## src/hw/rtl/i2c_master_byte_engine_defines.svh

```systemverilog
// assertion macros for the i2c master byte engine
`ifndef I2C_MASTER_BYTE_ENGINE_DEFINES_SVH
`define I2C_MASTER_BYTE_ENGINE_DEFINES_SVH

// same-cycle implication, disabled during reset
`define IMBE_ASSERT_NOW(label, clk, rst, ante, cons, msg) \
   label: assert property (@(posedge clk) disable iff (rst) (ante) |-> (cons)) \
      else $error(msg);

// next-cycle implication, disabled during reset
`define IMBE_ASSERT_NEXT(label, clk, rst, ante, cons, msg) \
   label: assert property (@(posedge clk) disable iff (rst) (ante) |=> (cons)) \
      else $error(msg);

`endif

```

## src/hw/rtl/imbe_pkg.sv

```systemverilog
// package for the i2c master byte engine: codes, widths and bcd helper
package imbe_pkg;

   // widths of the payload fields and state
   localparam int FUNC_W  = 3;
   localparam int BYTE_W  = 8;
   localparam int DELAY_W = 16;
   localparam int BIT_W   = 4;
   localparam int CSR_AW  = 3;
   localparam int CSR_DW  = 32;

   // command and operation codes
   localparam logic [FUNC_W-1:0] OP_IDLE  = 3'd0;
   localparam logic [FUNC_W-1:0] OP_START = 3'd1;
   localparam logic [FUNC_W-1:0] OP_STOP  = 3'd2;
   localparam logic [FUNC_W-1:0] OP_WRITE = 3'd3;
   localparam logic [FUNC_W-1:0] OP_READ  = 3'd4;

   // phase codes within a clocked bit
   localparam logic PH_HIGH = 1'b0;
   localparam logic PH_LOW  = 1'b1;

   // register index of delay_ticks
   localparam logic REG_DELAY = 1'b0;

   localparam logic [DELAY_W-1:0] DELAY_RESET = 16'd5;
   localparam logic [BIT_W-1:0]   BITS_PER_BYTE = 4'd8;

   // two bcd digits to binary, high*10+low
   function automatic logic [BYTE_W-1:0] bcd_to_bin(input logic [BYTE_W-1:0] val);
      logic [BYTE_W-1:0] hi;
      logic [BYTE_W-1:0] lo;
      hi = {4'd0, val[7:4]};
      lo = {4'd0, val[3:0]};
      return (hi << 3) + (hi << 1) + lo;
   endfunction

endpackage

```

## src/hw/rtl/i2c_master_byte_engine.sv

```systemverilog
// i2c master byte engine: ticked start, stop, write and read pin sequencer
// result: the result for a tick is registered and shown in the cycle after acceptance
// throughput: one tick transaction per clock cycle, set by a single registered
//    pass through the pin sequencer; a result held by rsp_stall stalls the input
// reset: synchronous, active high; idle, scl and sda released, delay_ticks = 5
`include "i2c_master_byte_engine_defines.svh"

module i2c_master_byte_engine (
   input  logic                          clock,
   input  logic                          reset,
   // tick and command channel
   input  logic                          req_valid,
   output logic                          req_stall,
   input  logic [imbe_pkg::FUNC_W-1:0]   req_func,
   input  logic [imbe_pkg::BYTE_W-1:0]   req_tx_byte,
   input  logic                          req_ack_send,
   input  logic                          req_sda_in,
   // result channel
   output logic                          rsp_valid,
   input  logic                          rsp_stall,
   output logic                          rsp_scl_level,
   output logic                          rsp_sda_level,
   output logic                          rsp_busy_res,
   output logic                          rsp_done_res,
   output logic [imbe_pkg::BYTE_W-1:0]   rsp_rx_byte,
   output logic [imbe_pkg::BYTE_W-1:0]   rsp_rx_binary,
   // register port
   input  logic                          csr_psel,
   input  logic                          csr_penable,
   input  logic                          csr_pwrite,
   input  logic [imbe_pkg::CSR_AW-1:0]   csr_paddr,
   input  logic [imbe_pkg::CSR_DW-1:0]   csr_pwdata,
   output logic [imbe_pkg::CSR_DW-1:0]   csr_prdata,
   output logic                          csr_pready
);
   import imbe_pkg::*;

   // delay register
   logic [DELAY_W-1:0] delay_ff, delay_in;
   logic [DELAY_W-1:0] eff_delay;

   // sequencer state
   logic [FUNC_W-1:0]  op_ff, op_in;
   logic               phase_ff, phase_in;
   logic [BIT_W-1:0]   bit_idx_ff, bit_idx_in;
   logic [DELAY_W-1:0] dly_cnt_ff, dly_cnt_in;
   logic [BYTE_W-1:0]  shift_ff, shift_in;
   logic               ack_hold_ff, ack_hold_in;
   logic               scl_ff, scl_in;
   logic               sda_ff, sda_in;
   logic [BYTE_W-1:0]  rx_ff, rx_in;
   logic               done_in;

   // output register
   logic               rsp_valid_ff, rsp_valid_in;
   logic               o_scl_ff, o_sda_ff, o_busy_ff, o_done_ff;
   logic [BYTE_W-1:0]  o_rx_ff, o_bin_ff;

   logic               accept;
   logic               csr_wr;
   logic [BYTE_W-1:0]  shift_nx;
   logic [BIT_W-1:0]   bit_nx;

   // handshake
   assign req_stall = rsp_valid_ff & rsp_stall;
   assign accept    = req_valid & ~req_stall;
   assign rsp_valid_in = accept | (rsp_valid_ff & rsp_stall);

   // register port
   assign csr_pready = 1'b1;
   assign csr_wr     = csr_psel & csr_penable & csr_pwrite;
   assign csr_prdata = (csr_paddr[CSR_AW-1] == REG_DELAY)
                       ? {{(CSR_DW-DELAY_W){1'b0}}, delay_ff} : '0;
   assign delay_in   = (csr_wr && csr_paddr[CSR_AW-1] == REG_DELAY)
                       ? csr_pwdata[DELAY_W-1:0] : delay_ff;

   // a zero delay acts as one tick
   assign eff_delay = (delay_ff == '0) ? {{(DELAY_W-1){1'b0}}, 1'b1} : delay_ff;

   assign bit_nx = bit_idx_ff + 1'b1;

   // next state for one tick
   always_comb begin
      op_in       = op_ff;
      phase_in    = phase_ff;
      bit_idx_in  = bit_idx_ff;
      dly_cnt_in  = dly_cnt_ff;
      shift_in    = shift_ff;
      ack_hold_in = ack_hold_ff;
      scl_in      = scl_ff;
      sda_in      = sda_ff;
      rx_in       = rx_ff;
      done_in     = 1'b0;
      shift_nx    = shift_ff;

      if (op_ff == OP_IDLE) begin
         // command launch
         unique case (req_func)
            OP_START: begin
               op_in = OP_START; sda_in = 1'b1; scl_in = 1'b1;
            end
            OP_STOP: begin
               op_in = OP_STOP; sda_in = 1'b0; scl_in = 1'b1;
            end
            OP_WRITE: begin
               op_in = OP_WRITE; shift_in = req_tx_byte;
               sda_in = req_tx_byte[BYTE_W-1]; scl_in = 1'b1;
            end
            OP_READ: begin
               op_in = OP_READ; shift_in = '0; ack_hold_in = req_ack_send;
               sda_in = 1'b1; scl_in = 1'b1;
            end
            default: begin
            end
         endcase
         if (op_in != OP_IDLE) begin
            bit_idx_in = '0;
            phase_in   = PH_HIGH;
            dly_cnt_in = eff_delay;
         end
      end else if (dly_cnt_ff <= {{(DELAY_W-1){1'b0}}, 1'b1}) begin
         // delay ran out: next pin step
         unique case (op_ff)
            OP_START: begin
               if (phase_ff == PH_HIGH) begin
                  sda_in = 1'b0; phase_in = PH_LOW; dly_cnt_in = eff_delay;
               end else begin
                  scl_in = 1'b0; done_in = 1'b1;
               end
            end
            OP_STOP: begin
               sda_in = 1'b1; done_in = 1'b1;
            end
            OP_WRITE: begin
               if (phase_ff == PH_LOW) begin
                  scl_in = 1'b1; phase_in = PH_HIGH; dly_cnt_in = eff_delay;
               end else begin
                  scl_in = 1'b0;
                  if (bit_idx_ff >= BITS_PER_BYTE) begin
                     done_in = 1'b1;
                  end else begin
                     shift_nx   = {shift_ff[BYTE_W-2:0], 1'b0};
                     shift_in   = shift_nx;
                     bit_idx_in = bit_nx;
                     sda_in     = (bit_nx < BITS_PER_BYTE) ? shift_nx[BYTE_W-1] : 1'b1;
                     phase_in   = PH_LOW;
                     dly_cnt_in = eff_delay;
                  end
               end
            end
            OP_READ: begin
               if (phase_ff == PH_LOW) begin
                  scl_in = 1'b1; phase_in = PH_HIGH; dly_cnt_in = eff_delay;
               end else begin
                  scl_in = 1'b0;
                  if (bit_idx_ff >= BITS_PER_BYTE) begin
                     done_in = 1'b1;
                  end else begin
                     shift_nx   = {shift_ff[BYTE_W-2:0], req_sda_in};
                     shift_in   = shift_nx;
                     bit_idx_in = bit_nx;
                     if (bit_nx == BITS_PER_BYTE) begin
                        rx_in  = shift_nx;
                        sda_in = ~ack_hold_ff;
                     end
                     phase_in   = PH_LOW;
                     dly_cnt_in = eff_delay;
                  end
               end
            end
            default: begin
               // unused operation code falls back to idle
            end
         endcase
         // finish: completion or an unknown operation returns to idle
         if (done_in || !(op_ff == OP_START || op_ff == OP_STOP ||
                          op_ff == OP_WRITE || op_ff == OP_READ)) begin
            op_in      = OP_IDLE;
            phase_in   = PH_HIGH;
            bit_idx_in = '0;
            dly_cnt_in = '0;
         end
      end else begin
         dly_cnt_in = dly_cnt_ff - 1'b1;
      end
   end

   // control and state registers
   always_ff @(posedge clock) begin
      if (reset) begin
         delay_ff     <= DELAY_RESET;
         op_ff        <= OP_IDLE;
         phase_ff     <= PH_HIGH;
         bit_idx_ff   <= '0;
         dly_cnt_ff   <= '0;
         shift_ff     <= '0;
         ack_hold_ff  <= 1'b0;
         scl_ff       <= 1'b1;
         sda_ff       <= 1'b1;
         rx_ff        <= '0;
         rsp_valid_ff <= 1'b0;
      end else begin
         delay_ff     <= delay_in;
         rsp_valid_ff <= rsp_valid_in;
         if (accept) begin
            op_ff       <= op_in;
            phase_ff    <= phase_in;
            bit_idx_ff  <= bit_idx_in;
            dly_cnt_ff  <= dly_cnt_in;
            shift_ff    <= shift_in;
            ack_hold_ff <= ack_hold_in;
            scl_ff      <= scl_in;
            sda_ff      <= sda_in;
            rx_ff       <= rx_in;
         end
      end
   end

   // result payload register
   always_ff @(posedge clock) begin
      if (accept) begin
         o_scl_ff  <= scl_in;
         o_sda_ff  <= sda_in;
         o_busy_ff <= (op_in != OP_IDLE);
         o_done_ff <= done_in;
         o_rx_ff   <= rx_in;
         o_bin_ff  <= bcd_to_bin(rx_in);
      end
   end

   assign rsp_valid     = rsp_valid_ff;
   assign rsp_scl_level = o_scl_ff;
   assign rsp_sda_level = o_sda_ff;
   assign rsp_busy_res  = o_busy_ff;
   assign rsp_done_res  = o_done_ff;
   assign rsp_rx_byte   = o_rx_ff;
   assign rsp_rx_binary = o_bin_ff;

   // checks on the sequencer
   `IMBE_ASSERT_NOW(a_done_not_busy, clock, reset, rsp_valid_ff && o_done_ff, !o_busy_ff, "done reported while still busy")
   `IMBE_ASSERT_NOW(a_idle_clean, clock, reset, op_ff == OP_IDLE, dly_cnt_ff == '0 && bit_idx_ff == '0, "idle with live counters")
   `IMBE_ASSERT_NOW(a_busy_count, clock, reset, op_ff != OP_IDLE, dly_cnt_ff != '0 && bit_idx_ff <= BITS_PER_BYTE, "busy with empty delay or bit overrun")
   `IMBE_ASSERT_NEXT(a_hold_state, clock, reset, !accept, $stable(op_ff) && $stable(dly_cnt_ff), "state moved without a transaction")

endmodule
```

## config.mk

```make
export PLATFORM = sky130hd
export DESIGN_NAME = i2c_master_byte_engine
export DESIGN_NICKNAME = d
export VERILOG_FILES = /design/src/hw/rtl/imbe_pkg.sv /design/src/hw/rtl/i2c_master_byte_engine.sv
export VERILOG_INCLUDE_DIRS = /design/src /design/src/hw/rtl
export SDC_FILE = /design/constraint.sdc
export NUM_CORES = 1
export LEC_CHECK = 0
export BUFFER_PORTS_ARGS = -buffer_cell sky130_fd_sc_hd__buf_2
export CAP_MARGIN = 20
export CORE_MARGIN = 4
export CORE_UTILIZATION = 49
export DETAILED_ROUTE_END_ITERATION = 16
export HOLD_SLACK_MARGIN = 0.03
export PLACE_DENSITY_LB_ADDON = 0.3
export SYNTH_ARGS = -nofsm -noshare
export SYNTH_HDL_FRONTEND = slang
export SYNTH_SLANG_ARGS = --single-unit
export TNS_END_PERCENT = 20
```

## constraint.sdc

```tcl
create_clock -name clock -period 3.82 [get_ports clock]
set_input_delay 0.191 -clock clock [delete_from_list [all_inputs] [get_ports clock]]
set_output_delay 0.191 -clock clock [all_outputs]
set_load 0.005 [all_outputs]
```

# After elaboration in Yosys (flattened, before gate mapping)
# Cells that the tools add are included.
dict set report totals {
  input_bits 55
  n_memories 0
  regBits 79
  out_inout_bits 55
  mem_bits_ro 0
  latchBits 0
  ram_bits 0
  elab_cells 141
}
dict set report op_classes {
  addsub 4
  order_cmp 3
  bitwise_logic 9
  n_div 0
  mul 0
  n_mux 65
  n_eq_ne 20
  shifts 0
  reduce_logical 23
}
# cell n
set op_table {}
lappend op_table {{$mux 16} 9}
lappend op_table {{$mux 8} 6}
lappend op_table {{$mux 7} 6}
lappend op_table {{$pmux 16 s2} 1}
lappend op_table {{$mux 4} 7}
lappend op_table {{$pmux 7 s2} 2}
lappend op_table {{$mux 1} 24}
lappend op_table {{$le 16x1->1 const B} 1}
lappend op_table {{$logic_not 16->1} 1}
lappend op_table {{$sub 16x1->16 const B} 1}
lappend op_table {{$eq 3x2->1 const B} 4}
lappend op_table {{$mux 3} 4}
lappend op_table {{$ne 3x3->1 const B} 4}
lappend op_table {{$pmux 3 s4} 1}
lappend op_table {{$reduce_bool 3->1} 4}
lappend op_table {{$add 7x5->8} 1}
lappend op_table {{$add 8x4->8} 1}
lappend op_table {{$reduce_and 8->1} 1}
lappend op_table {{$eq 3x1->1 const B} 2}
lappend op_table {{$eq 3x3->1 const B} 2}
lappend op_table {{$ne 3x1->1 const B} 2}
lappend op_table {{$ne 6x5->1 const B} 1}
lappend op_table {{$pmux 1 s3} 2}
lappend op_table {{$reduce_and 6->1} 1}
lappend op_table {{other kinds (24)} 36}

# Logic depth before layout (Yosys ltp)
# Gate-level depths: netlist of the first run.
dict set report depth {
  ltp_word 11
  ltp_mapped 15
  mapped_depth_nobuf 14
}

# Worst setup path before layout of the first run
# OpenSTA, ideal clock, no wires.
dict set report synth_timing {
  kind {register -> register}
  startpoint {reg dly_cnt_ff[4]}
  endpoint {reg o_bin_ff[6], in the netlist rsp_rx_binary[6] (data pin)}
  t_arrival_ns 3.438
  stages_incl_launch_ff 13
  setup_time_ns 0.266
  period_less_slack_ns 3.704
  required_time_ns 3.554
  setup_slack_ns 0.116
  path_buffers 2
  path_cell_list {dfxtp_1 buf_6 or4_4 or3_1 buf_6 nor3_4 mux2_2 ha_1 ha_1 fa_1 a21o_1 a21oi_1 xor2_1}
}
dict set report synth_between {
  word_cells_on_any_way 5
  classes_between {2 x add/sub; 1 x order compare; 2 x mux}
}
# item line_no
set synth_rtl {}
lappend synth_rtl {{start, declared} i2c_master_byte_engine.sv:46} ;# logic [DELAY_W-1:0] dly_cnt_ff, dly_cnt_in;
lappend synth_rtl {{start signal, assigned} i2c_master_byte_engine.sv:209} ;# dly_cnt_ff <= dly_cnt_in;
lappend synth_rtl {{$le 16x1->1} i2c_master_byte_engine.sv:121} ;# end else if (dly_cnt_ff <= {{(DELAY_W-1){1'b0}}, 1'b1}) begin
lappend synth_rtl {{$mux 8} i2c_master_byte_engine.sv:121}
lappend synth_rtl {{$mux 8} i2c_master_byte_engine.sv:96} ;# if (op_ff == OP_IDLE) begin
lappend synth_rtl {{named net rx_in[2]} i2c_master_byte_engine.sv:51} ;# logic [BYTE_W-1:0] rx_ff, rx_in;
lappend synth_rtl {{$add 8x4->8} imbe_pkg.sv:35} ;# return (hi << 3) + (hi << 1) + lo;
lappend synth_rtl {{end signal, assigned} i2c_master_byte_engine.sv:227} ;# o_bin_ff <= bcd_to_bin(rx_in);
lappend synth_rtl {{end, declared} i2c_master_byte_engine.sv:57} ;# logic [BYTE_W-1:0] o_rx_ff, o_bin_ff;
# The timed path passes the listed nets, and every way through them passes these cells.
# A chain may end at the register's enable or synchronous reset.

# Worst setup path after layout of the first run
dict set report layout_timing {
  startpoint {reg dly_cnt_ff[6]}
  endpoint {reg o_bin_ff[6], in the netlist rsp_rx_binary[6] (data pin)}
}
dict set report layout_between {
  elab_chain_len 5
}
# item line_no
set layout_lines {}
lappend layout_lines {{$le 16x1->1} i2c_master_byte_engine.sv:121}
lappend layout_lines {{$mux 8} i2c_master_byte_engine.sv:121}
lappend layout_lines {{$mux 8} i2c_master_byte_engine.sv:96}
lappend layout_lines {{named net rx_in[5]} i2c_master_byte_engine.sv:51}
lappend layout_lines {{$add 7x5->8} imbe_pkg.sv:35}
lappend layout_lines {{$add 8x4->8} imbe_pkg.sv:35}
# The timed path passes the listed nets, and every way through them passes these cells.

==> results.toml, run 1 <==
[routing]
routed_wl_mm = 11.8
drc = 0
ant_nets = 0
first_pass_iters = 5
routed_via_density = 5.85
routed-via-count = 4157
wl_per_cell_um = 16.6
first_iter_violations = 342

[power_and_ir_drop]
pwr-share-seq_pct = 43.1
p_int_mw = 1.44
vdd.ir_drop.worst_v = 0.000181
clkPwrFrac_pct = 33.0
combPwrFrac_pct = 23.9
switching_share_pct = 32.0
power_density_mw_per_mm2 = 404
p_switching_mw = 0.678
power_leakage_nw = 2.15

[sta]
slew_violations = 0
rsz0062_at_grt = "no"
worst_slack_ns = 0.216
worst_slew_pin_slew_ns = 0.867
fin_setup_tns_ns = 0
setup_violations = 0
clock.fmax_mhz = 277
fin_worst_skew_ns = 0.0103
final-hold-violation-count = 0
relSlewSlack_pct = 42.0
fin_crit_sh_pct = 94.3
period_needed_ns = 3.60

[synthesis]
syn_inst = 527
ys_seq_area_share_pct = 38.6
synth_top_area_share_pct = 26.0
yosys_warnings = 0
yosys-top-cells-area = "dfxtp_1, edfxtp_1, nand2_1"
synth_async_sr_flop_share_pct = 0
synth_edf_count = 19
synthDistinctLibCells = 67
netlist_area_sq_mm = 0.00454
synth_common_cells = "dfxtp_1, nand2_1, a21oi_1"
synth.most_common_cell = "dfxtp_1"
synth_top_area_cell = "dfxtp_1"
synth.avg_cell_area_sq_um = 8.62
ys.flop_type = "dfxtp_1"
ys_ff_latch = 78

[placement]
gp_congestion = 0.918
portBuffers = 74
dp_slack_ns = 0.203
post-dp-hpwl_mm = 8.49

[global_routing]
grt_pass1_vias = 4037
grt_pass1_wl_mm = 19.7
overflow = 0
grt_usage_pct = 21.7
grt_max_degree = 33
grt_antenna_before_repair = 0

[floorplan]
num_rows = 34
start_util_pct = 51.1
fp.dieArea_sq_mm = 0.0109
die_h_um = 104
fp.dieW_um = 104
pin_count = 110
core_sq_mm = 0.00889

[clocking]
post_cts_buffers = 0
worstSkewPairLatency_ns = 0.36
cts_tree = "yes"
clockBufferDepth = 2
numCtsBuffers = 9
cts_root_buffer = "clkbuf_8"
cts.htree.levels = 3
cts_sinks = 78
path_clk_slew_ns = 0.09

[critical_path]
slowest_delay_ns = 0.53
critPathArrivalTime_ns = 3.70
path_class = "reg2reg"
cp_slowest_cell = "or4_4"
crit_chain = "or4_4, or3_1, nor3_4, buf_12, mux2_2, ha_1, ha_1, fa_1, a21o_1, a21oi_2, xor2_1"
end_kind = "flop"
critPathLaunchType = "flop"
cp.required_ns = 3.92
cp_max_fo = 8
crit_path_frequent_cell = "ha_1"

[worst_hold_path]
min_path_type = "in2reg"

[finish]
final_net_count = 665
n_antenna_cell = 0
fill_cells = 783
drive_above_1_share_pct = 21.3
area_delta_synth_final_pct = 15.3

[outcome]
status = "complete, no violations"

[flow_run]
cap_violations = 0
-- stage by stage --
step           power, mW  hold slack, ns  std cells  instance area, sq um  utilization, %
2_1_floorplan       1.28           0.312        542                  4600               -
3_3_place_gp        1.41           0.406        692                  4980            56.0
3_5_place_dp        1.42           0.407        692                  4980            56.0
4_1_cts             2.12          0.0355        710                  5220            58.7
5_1_grt             2.22          0.0519        710                  5240            58.9
6_report            2.12          0.0445        710                  5240            58.9
-- metal layers --
| metal | global-route usage, % | up-vias | share of wire (%) |
|---|---|---|---|
| li1 | - | 2027 | - |
| met1 | 28.5 | 1966 | 44 |
| met2 | 36.2 | 139 | 48 |
| met3 | 3.97 | 25 | 5.7 |
| met4 | 6.84 | 0 | 1.8 |
| met5 | 0 | - | 0 |
-- cell usage in the layout, fill, tap and decap left out, types with 8 or more instances in the layout --
cell type | synthesis | layout
buf_4 | 18 | 16
inv_1 | 18 | 18
conb_1 | 2 | 17
a21oi_1 | 41 | 38
nor2_1 | 40 | 40
edfxtp_1 | 19 | 19
nand2_1 | 55 | 55
buf_2 | 1 | 74
o21ai_0 | 17 | 17
nor2b_1 | 23 | 23
dfxtp_1 | 59 | 59
clkbuf_8 | 0 | 9
or3_1 | 10 | 10
nor3_1 | 17 | 17
nor4_1 | 8 | 8
mux2i_1 | 19 | 17
ha_1 | 11 | 11
a31oi_1 | 8 | 8
-- path summary, 6_finish.rpt --
kind / start / to / slack, ns / depth (start not counted)
worst min-delay path: req_valid / rsp_valid / 0.04 / 3
worst max register to register: dly_cnt_ff[6] / rsp_rx_binary[6] / 0.22 / 11
worst min register to register: ack_hold_ff / ack_hold_ff / 0.47 / 2
worst max-delay path: dly_cnt_ff[6] / rsp_rx_binary[6] / 0.22 / 11
-- sequential cells by signal, summed over array words and instances, names as in the netlist, 3 cells and up --
| register | flops |
|---|---|
| bit_idx_ff | 4 |
| rsp_rx_binary | 7 |
| rsp_rx_byte | 8 |
| shift_ff | 7 |
| dly_cnt_ff | 16 |
| rx_ff | 8 |
| delay_ff | 16 |
| op_ff | 3 |
-- kinds of logic (layout without fill, tap and decap cells) --
group           count (synthesis)  in the layout  share of synthesized area, %
other cells                     2             17                         0.165
simple gates                  205            205                          24.1
compound gates                133            133                          19.5
buf+inv                        67            127                          7.38
xor+xnor                        5              5                         0.964
flops                          78             78                          38.6
fa+ha+maj                      13             13                          3.91
mux                            24             24                          5.43
-- power by group through the flow --
stage	clock network (mW)	registers [mW]	logic, mW
3_5_place_dp	0	0.929	0.493
4_1_cts	0.712	0.911	0.498
6_report	0.698	0.912	0.507
5_1_grt	0.744	0.917	0.558
2_1_floorplan	0	0.925	0.357
3_3_place_gp	0	0.929	0.484
-- cell type report --
class                           instances  area (sq um)  share of cell area, %
Inverter                               18          67.6                   1.29
Multi-Input combinational cell        397          2530                   48.3
Clock inverter                          7          97.6                   1.86
Timing Repair Buffer                   93           531                   10.1
Tap cell                              108           135                   2.58
Sequential cell                        78          1750                   33.4
Clock buffer                            9           124                   2.37
-- worst max-delay path: cells and delay by family, from the launching register on --
kind / cells / cell delay (ns)
buf+inv: 1 / 0.16
mux: 1 / 0.37
simple gates: 3 / 1.12
compound gates: 2 / 0.35
xor+xnor: 1 / 0.07
flops: 1 / 0.36
fa+ha+maj: 3 / 0.93
-- timing repair --
| action | CTS | global route |
|---|---|---|
| endpoints found under the hold margin | 2 | 0 |
| hold buffers | 2 | 0 |
| endpoints found under the setup margin | 0 | 1 |
| gates resized for setup | 0 | 4 |
Note: power is estimated with default switching activity, not from simulation.
==> inputs of run 2 (changes only) <==
Settings changed: CORE_UTILIZATION 49 to 45.
==> run 2 against run 1 <==
Net effect: count of clock-buffer cells in the layout is the same; worst setup slack lost 0.038 ns; clock power shrank 7.7%; critical path depth is the same.
==> results.toml, run 2 (synthesis results as in run 1) <==
[sta]
fin_crit_sh_pct = 95.4
clock.fmax_mhz = 275
final-hold-violation-count = 0
fin_setup_tns_ns = 0
relSlewSlack_pct = 37.1
fin_worst_skew_ns = 0.0123
slew_violations = 0
period_needed_ns = 3.64
setup_violations = 0
worst_slew_pin_slew_ns = 0.941
rsz0062_at_grt = "no"

[power_and_ir_drop]
power_density_mw_per_mm2 = 393
vdd.ir_drop.worst_v = 0.000252
finalPower_mw = 2.07
power_leakage_nw = 2.14

[worst_hold_path]
min_to = "rsp_valid"
hold_depth = 3
hold_start = "req_valid"
min_path_type = "in2reg"

[clocking]
cts.htree.levels = 3
cts_sinks = 78
worstSkewPairLatency_ns = 0.35
clockBufferDepth = 2
path_clk_slew_ns = 0.09
cts_root_buffer = "clkbuf_8"
numCtsBuffers = 9
cts_tree = "yes"
post_cts_buffers = 0

[routing]
first_pass_iters = 5
ant_nets = 0
routed-via-count = 4164
drc = 0
first_iter_violations = 301
routed_via_density = 5.65
routed_wl_mm = 11.9
wl_per_cell_um = 16.1

[floorplan]
num_rows = 36
fp.dieArea_sq_mm = 0.0118
fp.dieW_um = 108
core_sq_mm = 0.00982
start_util_pct = 46.3
die_h_um = 108
pin_count = 110

[finish]
drive_above_1_share_pct = 21.4
layout_top_registers = "delay_ff (16), dly_cnt_ff (16)"
final_cell_mix = "buf_2, dfxtp_1, nand2_1"
final_net_count = 667
final_common_cell = "buf_2"
fill_cells = 932
stdcell_count = 737
area_delta_synth_final_pct = 15.8
postLayoutCellArea_sq_mm = 0.00526
fin_util_pct = 53.6
n_antenna_cell = 0

[critical_path]
crit_chain = "or4_4, or3_1, nor3_4, buf_12, mux2_2, ha_1, ha_1, fa_1, a21o_1, a21oi_1, xor2_1"
critPathLaunchType = "flop"
cp.required_ns = 3.93
critical_path_buf_inv_count = 1
critPathArrivalTime_ns = 3.75
cp_num_cells = 11
rr_endpoint = "rsp_rx_binary[6]"
worst_r2r_path_depth = 11
slowest_delay_ns = 0.56
end_kind = "flop"
cp_max_fo = 8
crit_family = "simple AND/OR/NAND/NOR gates"
cp_slowest_cell = "or4_4"
r2r_slack_ns = 0.18
crit_path_frequent_cell = "ha_1"
worstReg2RegStart = "dly_cnt_ff[4]"
path_class = "reg2reg"

[outcome]
status = "complete, no violations"

[flow_run]
cap_violations = 0

[global_routing]
grt_usage_pct = 20.5
grt_antenna_before_repair = 0
grt_pass1_wl_mm = 19.2
grt_pass1_vias = 3881
grt_max_degree = 33
overflow = 0

[placement]
gp_congestion = 0.905
post-dp-hpwl_mm = 8.67
dpl_cell_area_sq_mm = 0.00504
dp_cells = 720
portBuffers = 74
run 2: worst min-delay path, cell delays in order:
cell and delay (ns):
buf_2 0.09, nor2_1 0.04, nor2_1 0.07
run 2: final cells by class:
class	count	area (sq um)	share of cell area, %
flip-flops and latches	78	1750	33.3
repair buffers	95	543	10.3
clock buffers	9	124	2.35
clock inverters	7	82.6	1.57
multi-input cells	397	2530	48.0
inverters	18	67.6	1.28
well taps	133	166	3.16
run 2: how the worst max path moves through the flow:
stage / startpoint / to
final: dly_cnt_ff[4] / rsp_rx_binary[6]
after global routing: dly_cnt_ff[6] / rsp_rx_binary[7]
after CTS: dly_cnt_ff[4] / rsp_rx_binary[6]
after detailed placement: dly_cnt_ff[4] / rsp_rx_binary[6]
after global placement: dly_cnt_ff[4] / rsp_rx_binary[6]
after floorplan: dly_cnt_ff[4] / rsp_rx_binary[6]
run 2: power breakdown:
group	internal, mW	switching [mW]	total, mW
logic	0.191	0.325	0.516
clock network	0.311	0.334	0.644
registers	0.882	0.0288	0.911
run 2: stage by stage:
stage	worst slack (ns)	hold slack (ns)
finish	0.178	0.0581
global route	0.00421	0.0600
CTS	0.168	0.0453
detailed placement	0.177	0.408
global placement	0.237	0.401
floorplan	0.116	0.312
run 2: metal layers:
| metal | vias to the layer above | track usage, % | wire length (um) |
|---|---|---|---|
| met1 | 1945 | 27.9 | 5220 |
| met3 | 14 | 4.30 | 921 |
| met4 | 0 | 4.96 | 114 |
| met2 | 169 | 33.2 | 5640 |
| li1 | 2036 | - | - |
| met5 | - | 0 | 0 |
run 2: repair_timing:
| item | in CTS | in global routing |
|---|---|---|
| endpoints found under the setup margin | 0 | 2 |
| hold endpoints to repair | 1 | 0 |
| gates resized for setup | 0 | 1 |
| hold buffers | 1 | 0 |
